**src/hdl/mrme_pkg.sv**
```systemverilog
`default_nettype none
package mrme_pkg;

    localparam int MAX_STATES = 8;
    localparam int ST_W       = 3;
    localparam int CNT_W      = 4;
    localparam int ADDR_W     = 2 * ST_W;
    localparam int DEPTH      = MAX_STATES * MAX_STATES;
    localparam int ACC_W      = 48;
    localparam int AMT_W      = 32;
    localparam int SUM_W      = 51;
    localparam int RATE_W     = 48;
    localparam int FL_W       = 24;
    localparam int FRAC_SH    = 24;
    localparam int DIV_STEPS  = 48;
    localparam int STEP_W     = 6;

    localparam logic [ACC_W-1:0]  ACC_MAX = {ACC_W{1'b1}};
    localparam logic [RATE_W-2:0] MAG_MAX = {(RATE_W-1){1'b1}};
    localparam logic [RATE_W-1:0] NEG_MIN = {1'b1, {(RATE_W-1){1'b0}}};

    typedef enum logic [1:0] {
        ACT_DWELL = 2'd0,
        ACT_TRANS = 2'd1,
        ACT_EST   = 2'd2,
        ACT_CLEAR = 2'd3
    } t_action;

    typedef enum logic {
        CFG_NUM_STATES = 1'b0,
        CFG_RATE_FLOOR = 1'b1
    } t_cfg_idx;

    typedef struct packed {
        logic              busy;
        logic              done;
        logic              ovf;
        logic [ACC_W-1:0]  quot;
    } t_div_res;

endpackage
`default_nettype wire

```
**src/hdl/mrme_div.sv**
```systemverilog
`default_nettype none
module mrme_div (
    input  wire logic                        i_clk,
    input  wire logic                        i_rst_n,
    input  wire logic                        i_start,
    input  wire logic [mrme_pkg::SUM_W-1:0]  i_num,
    input  wire logic [mrme_pkg::ACC_W-1:0]  i_den,
    output mrme_pkg::t_div_res               o_res
);
    import mrme_pkg::*;

    logic              r_busy;
    logic              r_done;
    logic              r_ovf;
    logic [STEP_W-1:0] r_step;
    logic [ACC_W-1:0]  r_rem;
    logic [ACC_W-1:0]  r_lo;
    logic [ACC_W-1:0]  r_q;
    logic [ACC_W-1:0]  r_den;
    logic [ACC_W:0]    trial;
    logic              ge;
    logic              big;

    // quotient of num*2^24/den overflows 48 bits when num/2^24 >= den
    assign big   = ACC_W'(i_num[SUM_W-1:FRAC_SH]) >= i_den;
    assign trial = {r_rem, r_lo[ACC_W-1]};
    assign ge    = trial >= {1'b0, r_den};

    always_ff @(posedge i_clk) begin
        if (!i_rst_n) begin
            r_busy <= 1'b0;
            r_done <= 1'b0;
            r_ovf  <= 1'b0;
            r_step <= '0;
        end else begin
            r_done <= i_start ? big : (r_busy && (r_step == STEP_W'(DIV_STEPS - 1)));
            if (i_start) begin
                r_ovf  <= big;
                r_busy <= !big;
                r_step <= '0;
            end else if (r_busy) begin
                r_step <= r_step + 1'b1;
                if (r_step == STEP_W'(DIV_STEPS - 1)) begin
                    r_busy <= 1'b0;
                end
            end
        end
    end

    // one restoring step a cycle
    always_ff @(posedge i_clk) begin
        if (i_start) begin
            r_rem <= ACC_W'(i_num[SUM_W-1:FRAC_SH]);
            r_lo  <= {i_num[FRAC_SH-1:0], {(ACC_W-FRAC_SH){1'b0}}};
            r_den <= i_den;
            r_q   <= '0;
        end else if (r_busy) begin
            r_rem <= ge ? ACC_W'(trial - {1'b0, r_den}) : trial[ACC_W-1:0];
            r_lo  <= {r_lo[ACC_W-2:0], 1'b0};
            r_q   <= {r_q[ACC_W-2:0], ge};
        end
    end

    assign o_res.busy = r_busy;
    assign o_res.done = r_done;
    assign o_res.ovf  = r_ovf;
    assign o_res.quot = r_q;

endmodule
`default_nettype wire

```
**config.mk**
```make
export PLATFORM = sky130hd
export DESIGN_NAME = mrme_div
export DESIGN_NICKNAME = d
export VERILOG_FILES = /design/src/hdl/mrme_pkg.sv /design/src/hdl/mrme_div.sv
export SDC_FILE = /design/constraint.sdc
export NUM_CORES = 1
export LEC_CHECK = 0
export ABC_AREA = 0
export BUFFER_PORTS_ARGS = -buffer_cell sky130_fd_sc_hd__buf_2
export CAP_MARGIN = 20
export CORE_MARGIN = 8
export CORE_UTILIZATION = 45
export CTS_BUF_LIST = sky130_fd_sc_hd__clkbuf_4 sky130_fd_sc_hd__clkbuf_8
export CTS_CLUSTER_DIAMETER = 150
export DETAILED_ROUTE_END_ITERATION = 8
export PLACE_DENSITY = 0.74
export SKIP_CTS_REPAIR_TIMING = 1
export SLEW_MARGIN = 0
export SYNTH_ARGS = -nofsm -noshare
export SYNTH_HDL_FRONTEND = slang
export SYNTH_SLANG_ARGS = --single-unit
```
**constraint.sdc**
```tcl
create_clock -name i_clk -period 5.5 [get_ports i_clk]
set_clock_uncertainty 0.15 [all_clocks]
set_input_delay 1.1 -clock i_clk [delete_from_list [all_inputs] [get_ports i_clk]]
set_output_delay 1.1 -clock i_clk [all_outputs]
set_load 0.05 [all_outputs]
```
After elaboration in Yosys (flattened, before gate mapping). Cells that the tools add are included. W data, S select, Z words.

Bits in registers: 177. Bits in latches: 0. Bits in writable memories: 0. Bits in read-only memories: 0. Word-level logic and storage cells: 28. Memories kept: 0.

$add $sub $neg: 2. Multiply operators: 0. Divide/modulo/power cells: 0. $lt $le $gt $ge: 2. Eq/ne operators: 1. Shifts and indexed selects: 0. Mux-type cells: 9. Bitwise logic cells: 1. Reduce and logical (&&, ||, !) cells: 4.

Operators by type and width (count): $mux W48 (3); $mux W27 (2); $ge A49 B48 Y1 (1); $ge A27 B48 Y1 (1); $sub A48 B48 Y48 (1); $add A6 B1 Y6 const B (1); $eq A6 B6 Y1 const B (1); $mux W1 (4); $reduce_bool A2 Y1 (1); $reduce_or A2 Y1 (1); $logic_and A1 B1 Y1 (1); $logic_not A1 Y1 (1); $not A1 Y1 (1).

Logic depth before layout (Yosys ltp). Gate-level depths: netlist of the first run.

Word-level depth: 4. Depth in mapped cells: 13.

Least setup slack after synthesis of the first run. No wires, ideal clock.

Path type: in2reg. Start point: input port i_den[21] (netlist bit). End point: register r_ovf. Library setup time: 132 ps. Arrival time: 2911 ps. Data required time: 5218 ps. Setup slack: 2307 ps. Stages: 11. Path through: inv_1 > ha_1 > a21o_1 > a21oi_1 > nor2b_1 > a2111oi_0 > nand2_1 > a41oi_1 > a21oi_1 > a32oi_1 > o22ai_1.

Cells in the longest elaborated chain, start to end: 1.

Ends and longest elaborated chain: start, declared (RTL line mrme_div.sv:7) `input wire logic [mrme_pkg::ACC_W-1:0] i_den,`; $ge A27 B48 Y1 (RTL line mrme_div.sv:25) `assign big = ACC_W'(i_num[SUM_W-1:FRAC_SH]) >= i_den;`; end signal, assigned (RTL line mrme_div.sv:38) `r_ovf <= big;`; end, declared (RTL line mrme_div.sv:14) `logic r_ovf;`.

No other way between the ends. A chain may end at the register's enable or synchronous reset.

Worst setup path in the final report of the first run.
Start point: register r_rem[13]. End point: register r_rem[7] (data pin).

Cells in the longest elaborated chain, start to end: 4.

Ends and longest elaborated chain: start, declared (RTL line mrme_div.sv:16) `logic [ACC_W-1:0] r_rem;`; start signal, assigned (RTL line mrme_div.sv:53) `r_rem <= ACC_W'(i_num[SUM_W-1:FRAC_SH]);`; start signal, assigned (RTL line mrme_div.sv:58) `r_rem <= ge ? ACC_W'(trial - {1'b0, r_den}) : trial[ACC_W-1:0];`; $ge A49 B48 Y1 (RTL line mrme_div.sv:27) `assign ge = trial >= {1'b0, r_den};`; $mux W48 (RTL line mrme_div.sv:58); $mux W27 (RTL line mrme_div.sv:57) `end else if (r_busy) begin`; $mux W27 (RTL line mrme_div.sv:52) `if (i_start) begin`.

No other way between the ends. The select of a mux whose other input is x is not followed.

==> results of run 1 <==
==> metal layers <==
layer	GRT usage (%)	wire length (um)	vias up
met5	0	40	-
met4	4.502	333	8
met3	6.955	2103	34
met2	29.50	11940	231
met1	21.75	11540	3982
li1	-	-	4241
==> cell families (layout without fill, tap and decap cells) <==
| group | Yosys count | in the layout | synth area share [%] |
|---|---|---|---|
| multiplexers | 90 | 90 | 8.995 |
| AND/OR/NAND/NOR | 283 | 283 | 12.47 |
| adder cells (fa/ha/maj) | 77 | 77 | 9.136 |
| other | 0 | 3 | 0 |
| XOR/XNOR | 43 | 43 | 3.544 |
| flip-flops | 177 | 177 | 42.67 |
| AO/OA/AOI/OAI | 278 | 278 | 17.02 |
| buffers and inverters | 162 | 296 | 6.169 |
==> power groups by stage <==
stage / Combinational, mW / Clock, mW / Sequential [mW]
2_1_floorplan: 0.549 / 0 / 1.54
3_3_place_gp: 0.718 / 0 / 1.55
3_5_place_dp: 0.727 / 0 / 1.55
4_1_cts: 0.732 / 0.968 / 1.52
5_1_grt: 0.820 / 1.01 / 1.53
6_report: 0.735 / 0.946 / 1.52
==> layout make-up <==
cell class,count,share of cell area (%)
sequential,177,37.75
clock inverter,15,1.499
clock buffer,17,1.946
timing repair buffer,160,6.880
inverter,104,3.248
antenna,3,0.06245
multi-input combinational,771,45.29
tap,319,3.320
==> how the worst max path moves through the flow <==
stage                   start  endpoint  slack, ps  cells past startpoint
floorplan           i_den[21]     r_ovf       2310                     11
global placement    i_num[45]     r_ovf       1150                     11
detailed placement  i_num[45]     r_ovf       1100                     11
CTS                 i_num[45]     r_ovf       1610                     11
global route        r_rem[15]  r_rem[6]       1280                     12
finish              r_rem[13]  r_rem[7]       1620                     12
==> placed cells by master (no fill, tap or decap), types with 4 or more instances in the layout <==
cell / count
sky130_fd_sc_hd__clkbuf_8: 17
sky130_fd_sc_hd__nand3_1: 12
sky130_fd_sc_hd__a32oi_1: 11
sky130_fd_sc_hd__dfxtp_1: 77
sky130_fd_sc_hd__nor3_2: 4
sky130_fd_sc_hd__a211oi_1: 27
sky130_fd_sc_hd__xnor2_1: 13
sky130_fd_sc_hd__buf_2: 151
sky130_fd_sc_hd__a31oi_1: 4
sky130_fd_sc_hd__nand2b_1: 12
sky130_fd_sc_hd__and3_1: 9
sky130_fd_sc_hd__nor4_1: 9
sky130_fd_sc_hd__and2_1: 5
sky130_fd_sc_hd__o21a_1: 5
sky130_fd_sc_hd__a21oi_1: 87
sky130_fd_sc_hd__o211ai_1: 13
sky130_fd_sc_hd__a21o_1: 28
sky130_fd_sc_hd__buf_4: 8
sky130_fd_sc_hd__nand4_1: 19
sky130_fd_sc_hd__nor2b_1: 7
sky130_fd_sc_hd__mux2_2: 32
sky130_fd_sc_hd__nor2_1: 118
sky130_fd_sc_hd__o21ai_0: 35
sky130_fd_sc_hd__nor3_1: 12
sky130_fd_sc_hd__ha_1: 76
sky130_fd_sc_hd__nand2_1: 65
sky130_fd_sc_hd__inv_1: 103
sky130_fd_sc_hd__mux2i_1: 55
sky130_fd_sc_hd__o21bai_1: 8
sky130_fd_sc_hd__inv_6: 4
sky130_fd_sc_hd__o21ai_1: 21
sky130_fd_sc_hd__edfxtp_1: 99
sky130_fd_sc_hd__inv_12: 4
sky130_fd_sc_hd__xor2_1: 30
==> tightest hold or removal path: stages, from the launching register on <==
cell and delay (ps):
sky130_fd_sc_hd__dfxtp_1 340, sky130_fd_sc_hd__inv_1 50, sky130_fd_sc_hd__o22ai_1 70
==> sequential cells by signal, indices dropped and copies added (netlist names) <==
signal  flops
r_lo       24
r_ovf       1
r_den      48
r_step      6
r_q        48
r_rem      48
r_done      1
r_busy      1
==> per-stage QoR <==
step	setup slack, ps	power (mW)	area (um2)
5_1_grt	1284	3.363	12010
3_3_place_gp	1155	2.265	11600
6_report	1620	3.201	12020
3_5_place_dp	1104	2.277	11600
2_1_floorplan	2307	2.088	10630
4_1_cts	1614	3.221	12010
==> results.md, run 1 <==
- Post-synthesis area per instance: 9.574 um2
- Power per cell area: 266.3 mW/mm2
- Worst-skew pair later-pin latency: 480 ps
- Leak pwr: 5.369 nW
- Fillcell total: 2142
- Data required time at the worst endpoint: 5550 ps
- Fraction of final layout cells with drive strength greater than 1: 19.86%
- CTS H-tree depth: 4
- Share of the clock period used by the worst path after layout: 70.55%
- Top cells by area in the synthesized netlist: sky130_fd_sc_hd__edfxtp_1 (28%), sky130_fd_sc_hd__dfxtp_1 (15%), sky130_fd_sc_hd__ha_1 (8.9%), sky130_fd_sc_hd__mux2i_1 (5.2%), sky130_fd_sc_hd__nor2_1 (4.2%)
- Cell area after synthesis: 0.01063 mm2
- Remaining DRCs: 0
- DP HPWL: 19760 um
- Type of element launching the critical path: flip-flop
- Cell types with the highest counts after synthesis: sky130_fd_sc_hd__nor2_1 (118), sky130_fd_sc_hd__inv_1 (104), sky130_fd_sc_hd__edfxtp_1 (99), sky130_fd_sc_hd__a21oi_1 (87), sky130_fd_sc_hd__dfxtp_1 (78)
- Slowest cell on the critical path: sky130_fd_sc_hd__nor3b_4
- Prevailing post-synth register cell: sky130_fd_sc_hd__edfxtp_1
- Critical R2R Capture: r_rem[7]
- Total via count after detailed routing: 8496
- Number of iterations in the first detailed-routing pass: 5
- Flip-flop and latch area: 0.004538 mm2
- Area enclosed by the die boundary: 0.02879 mm2
- Row count: 56
- R2r setup slk: 1620 ps
- NumNets Final: 1410
- Std-Cell Core Area: 0.02333 mm2
- Delay contributed by the slowest stage of the critical path: 680 ps
- Instance count of the mapped netlist: 1110
- I/O pin count: 153
- Hold Path Class: reg -> reg
- Weighted congestion reported at the end of routability-driven placement: 0.9081
- Cell taking the most area after synthesis: sky130_fd_sc_hd__edfxtp_1
- Beginning of the worst hold path: r_ovf
- Final hold vios: 0
- Synth warnings: 0
- Register share of total power: 47.5%
- Proportion of register bits with asynchronous set or reset after synthesis: 0%
- Maximum buffer depth of the clock tree: 2
- Accumulated negative setup slack: 0 ps
- Switching power summed over all nets: 1.062 mW
- Initial Utilization: 45.55%
- Quantity of I/O buffers inserted on ports: 152
- Crit path buf inv count: 2
- Kind of end point of the critical path: flip-flop
- Result of the run: complete, no violations
- Sequence of cells on the critical path: ha_1, a21oi_2, o221ai_1, o211ai_1, o211ai_1, o21ai_1, nor3b_4, buf_4, buf_4, nor2_1, a211oi_1, a21oi_1
- Congestion Overflow GR: 0
- Area growth syn-to-layout: 13.10%
- Relative contribution of combinational cells to total power: 22.9%
- Critical setup path kind: reg -> reg
- Number of vias per cell: 5.425
- Maximum number of pins on one net before global-route repair: 90
- Top-area cell type share of the netlist area: 27.97%
- Seq/Total Area, Yosys: 42.67%
- Sw Ratio: 33.18%
- Placed Cells: 1531
- Source of the worst register-to-register timing path: r_rem[13]
- Die height: 169.7 um
- Actual slew at the worst max-slew pin: 1008 ps
- Post-DR wirelength/cell: 16.57 um
- Initial detailed-routing violation count: 504
- Largest delay contributor family on the critical path: compound AO/OA/AOI/OAI gates
- Clock-pin slew of the registers on the worst-case setup and hold paths: 110 ps
- Flops & latches, synth: 177
- Sink Count: 177
- Min Tclk post-route: 3880 ps
- Global-route wire length before repair: 41810 um
- Setup repair after global routing missed its margin: no
- CTS tree: yes
- Wire length after detailed routing: 25950 um
- Number of synthesized flops with an enable pin: 99
- Peak VDD IR: 0.1927 mV
- Vias in the first global route: 8494
- Internal cell power: 2.139 mW
- Library cells used by synthesis: 69
- Library cell with the highest instance count after synthesis: sky130_fd_sc_hd__nor2_1
- # setup viols final: 0
- Part of the total power dissipated in the clock network: 29.5%
- Top fanout value on the critical path: 22
- Final core utilization: 51.52%
- Number of antenna violations at the first check in global routing: 6
- Area used by multi-input combinational logic: 0.005444 mm2
- Antenna-violating nets left: 0
- Count of pins over their slew limit: 0
- CTS root buf: sky130_fd_sc_hd__clkbuf_8
- Remaining max-slew budget at the tightest pin: 32.53%
- Inserted Clock Buffers: 17
- Logic depth of the worst register-to-register path: 12
- Arrival @ worst endpoint: 3930 ps
- Count of non-filler cells in the finished layout: 1566
- Fmax: 257.7 MHz
- DIE WIDTH: 169.7 um
- Total of max-cap violations: 0
- Total Routing Usage GR: 17.95%
- Syn_nets: 1289
- Hold Path Depth: 2
- Smallest hold slack: 339.8 ps
- Endpoint of the worst hold path: r_ovf
(Power assumes the default switching activity.)
==> inputs of run 2 (changes only) <==
==> constraint.sdc (replaced) <==
create_clock -name i_clk -period 3.57 [get_ports i_clk]
set_clock_uncertainty 0.15 [all_clocks]
set_input_delay 0.714 -clock i_clk [delete_from_list [all_inputs] [get_ports i_clk]]
set_output_delay 0.714 -clock i_clk [all_outputs]
set_load 0.05 [all_outputs]
==> run 2 against run 1 <==
  * Flip-flop and latch count stayed put
  * Non-clock buffer count increased by 13
  * Routed wire length up 0.76%
  * Largest power group unchanged
  * Sequential power increased by 54%
  * Critical path depth decreased by 1
  * Clock power grew 63%
==> results.md, run 2 (synthesis results as in run 1) <==
- Share of the clock period used by the worst path after layout: 94.30% (+24 points)
- Initial Utilization: 45.55% (unchanged)
- Data required time at the worst endpoint: 3650 ps (-1900 ps)
- Slack of the critical path: 203.5 ps (-1416 ps)
- Post-DR wirelength/cell: 16.55 um (-0.14%)
- Type of element launching the critical path: flip-flop
- CTS H-tree depth: 4 (unchanged)
- Number of vias per cell: 5.475 (+0.92%)
- Kind of end point of the critical path: flip-flop
- Critical setup path kind: reg -> reg
- Commonest non-fill, non-tap cell in the layout: sky130_fd_sc_hd__buf_2
- Beginning of the critical path: r_rem[9]
- Placement-stage worst setup slack: -432.0 ps (-1536 ps)
- Top fanout value on the critical path: 30 (+36%)
- Vias in the first global route: 8497 (+0.035%)
- Row count: 56 (unchanged)
- Beginning of the worst hold path: i_den[9]
- Final hold vios: 0 (unchanged)
- Actual slew at the worst max-slew pin: 823.1 ps (-185.2 ps)
- I/O pin count: 153 (unchanged)
- Initial detailed-routing violation count: 512 (+1.6%)
- Count of non-filler cells in the finished layout: 1580 (+0.89%)
- Quantity of I/O buffers inserted on ports: 152 (unchanged)
- Power per cell area: 414.6 mW/mm2 (+56%)
- DP HPWL: 19840 um (+0.44%)
- Number of antenna violations at the first check in global routing: 5 (-1)
- Die height: 169.7 um (unchanged)
- Regs by FF count: r_den x48, r_q x48, r_rem x48
- Final Cell Area: 0.01217 mm2 (+1.2%)
- Placed Cells: 1543 (+0.78%)
- # setup viols final: 0 (unchanged)
- CTS tree: yes
- Count of pins over their slew limit: 0 (unchanged)
- Total via count after detailed routing: 8651 (+1.8%)
- Sink Count: 177 (unchanged)
- Remaining DRCs: 0 (unchanged)
- Final core utilization: 52.15% (+0.63 points)
- Inserted Clock Buffers: 17 (unchanged)
- Weighted congestion reported at the end of routability-driven placement: 0.8952 (-1.4%)
- Arrival @ worst endpoint: 3450 ps (-480 ps)
- Antenna-violating nets left: 0 (unchanged)
- Total of max-cap violations: 0 (unchanged)
- DIE WIDTH: 169.7 um (unchanged)
- Fraction of final layout cells with drive strength greater than 1: 20.92% (+1.1 points)
- Leak pwr: 5.441 nW (+1.3%)
- NumNets Final: 1423 (+0.92%)
- Area enclosed by the die boundary: 0.02879 mm2 (unchanged)
- Clock-pin slew of the registers on the worst-case setup and hold paths: 120 ps (about the same)
- Number of iterations in the first detailed-routing pass: 5 (unchanged)
- Std-Cell Core Area: 0.02333 mm2 (unchanged)
- Accumulated negative setup slack: 0 ps (unchanged)
- Congestion Overflow GR: 0 (unchanged)
- Hold Path Class: in -> reg
- Global-route wire length before repair: 42340 um (+1.3%)
- Maximum number of pins on one net before global-route repair: 52 (-42%)
- Remaining max-slew budget at the tightest pin: 44.62% (+12 points)
- Smallest hold slack: 261.2 ps (-78.63 ps)
- Area growth syn-to-layout: 14.49%
- Result of the run: complete, no violations
- Min Tclk post-route: 3366 ps (-513.8 ps)
- Peak VDD IR: 0.2833 mV (+47%)
- Fillcell total: 2136 (-0.28%)
- Setup repair after global routing missed its margin: no
- Total Routing Usage GR: 18.16% (+0.20 points)
- CTS root buf: sky130_fd_sc_hd__clkbuf_8
- Most frequent cells in the layout: sky130_fd_sc_hd__buf_2 (151), sky130_fd_sc_hd__nor2_1 (118), sky130_fd_sc_hd__inv_1 (103), sky130_fd_sc_hd__edfxtp_1 (99), sky130_fd_sc_hd__a21oi_1 (86)
- Wire length after detailed routing: 26150 um (+0.76%)
- Fmax: 297.0 MHz (+15%)
- Instance area after placement: 0.01169 mm2 (+0.78%)
- Maximum buffer depth of the clock tree: 2 (unchanged)
- Source of the worst register-to-register timing path: r_rem[9]
- Worst-skew pair later-pin latency: 500 ps (+20 ps)
- Overall Power: 5.045 mW (+58%)
-- run 2: cell types whose count changed in the layout (fill, tap and decap cells not counted), sizes merged --
| cell | previous run | this run |
|---|---|---|
| buf | 160 | 173 |
| diode | 3 | 4 |
-- run 2: layout make-up --
| type | count | area [um2] | area share [%] |
|---|---|---|---|
| diodes | 4 | 10.01 | 0.08226 |
| clock buffers | 17 | 234.0 | 1.923 |
| clock inverters | 15 | 216.5 | 1.779 |
| inverters | 104 | 390.4 | 3.208 |
| multi-input cells | 771 | 5455 | 44.83 |
| flip-flops and latches | 177 | 4538 | 37.30 |
| well taps | 319 | 399.1 | 3.280 |
| repair buffers | 173 | 924.6 | 7.599 |
-- run 2: where the power goes --
group	leakage [nW]	switching, mW	internal, mW	total, mW
Clock	0.221	0.958	0.580	1.54
Combinational	3.61	0.688	0.476	1.16
Sequential	1.61	0.0560	2.29	2.34
-- run 2: per-layer routing --
metal | routed length [um] | GRT usage [%] | vias up
met4 | 272 | 3.732 | 6
met2 | 11750 | 28.73 | 296
met3 | 2628 | 7.513 | 33
met5 | 36 | 0 | -
met1 | 11460 | 22.91 | 4056
li1 | - | - | 4260
-- run 2: final timing paths --
path              endpoint  slack [ps]  cells after the start
hold reg to reg      r_ovf         360                      2
setup / recovery  r_rem[8]         200                     11
setup reg to reg  r_rem[8]         200                     11
hold / removal    r_den[9]         260                      1
-- run 2: critical path, cell delays in order, from the launching register on --
cell and delay [ps]:
sky130_fd_sc_hd__edfxtp_1 410, sky130_fd_sc_hd__ha_1 460, sky130_fd_sc_hd__nand4_1 190, sky130_fd_sc_hd__nor3_2 260, sky130_fd_sc_hd__o21ai_2 130, sky130_fd_sc_hd__a2111oi_4 410
sky130_fd_sc_hd__o21ai_1 150, sky130_fd_sc_hd__nor3b_4 180, sky130_fd_sc_hd__buf_4 250, sky130_fd_sc_hd__and2_1 190, sky130_fd_sc_hd__a311oi_1 250, sky130_fd_sc_hd__a21oi_1 60
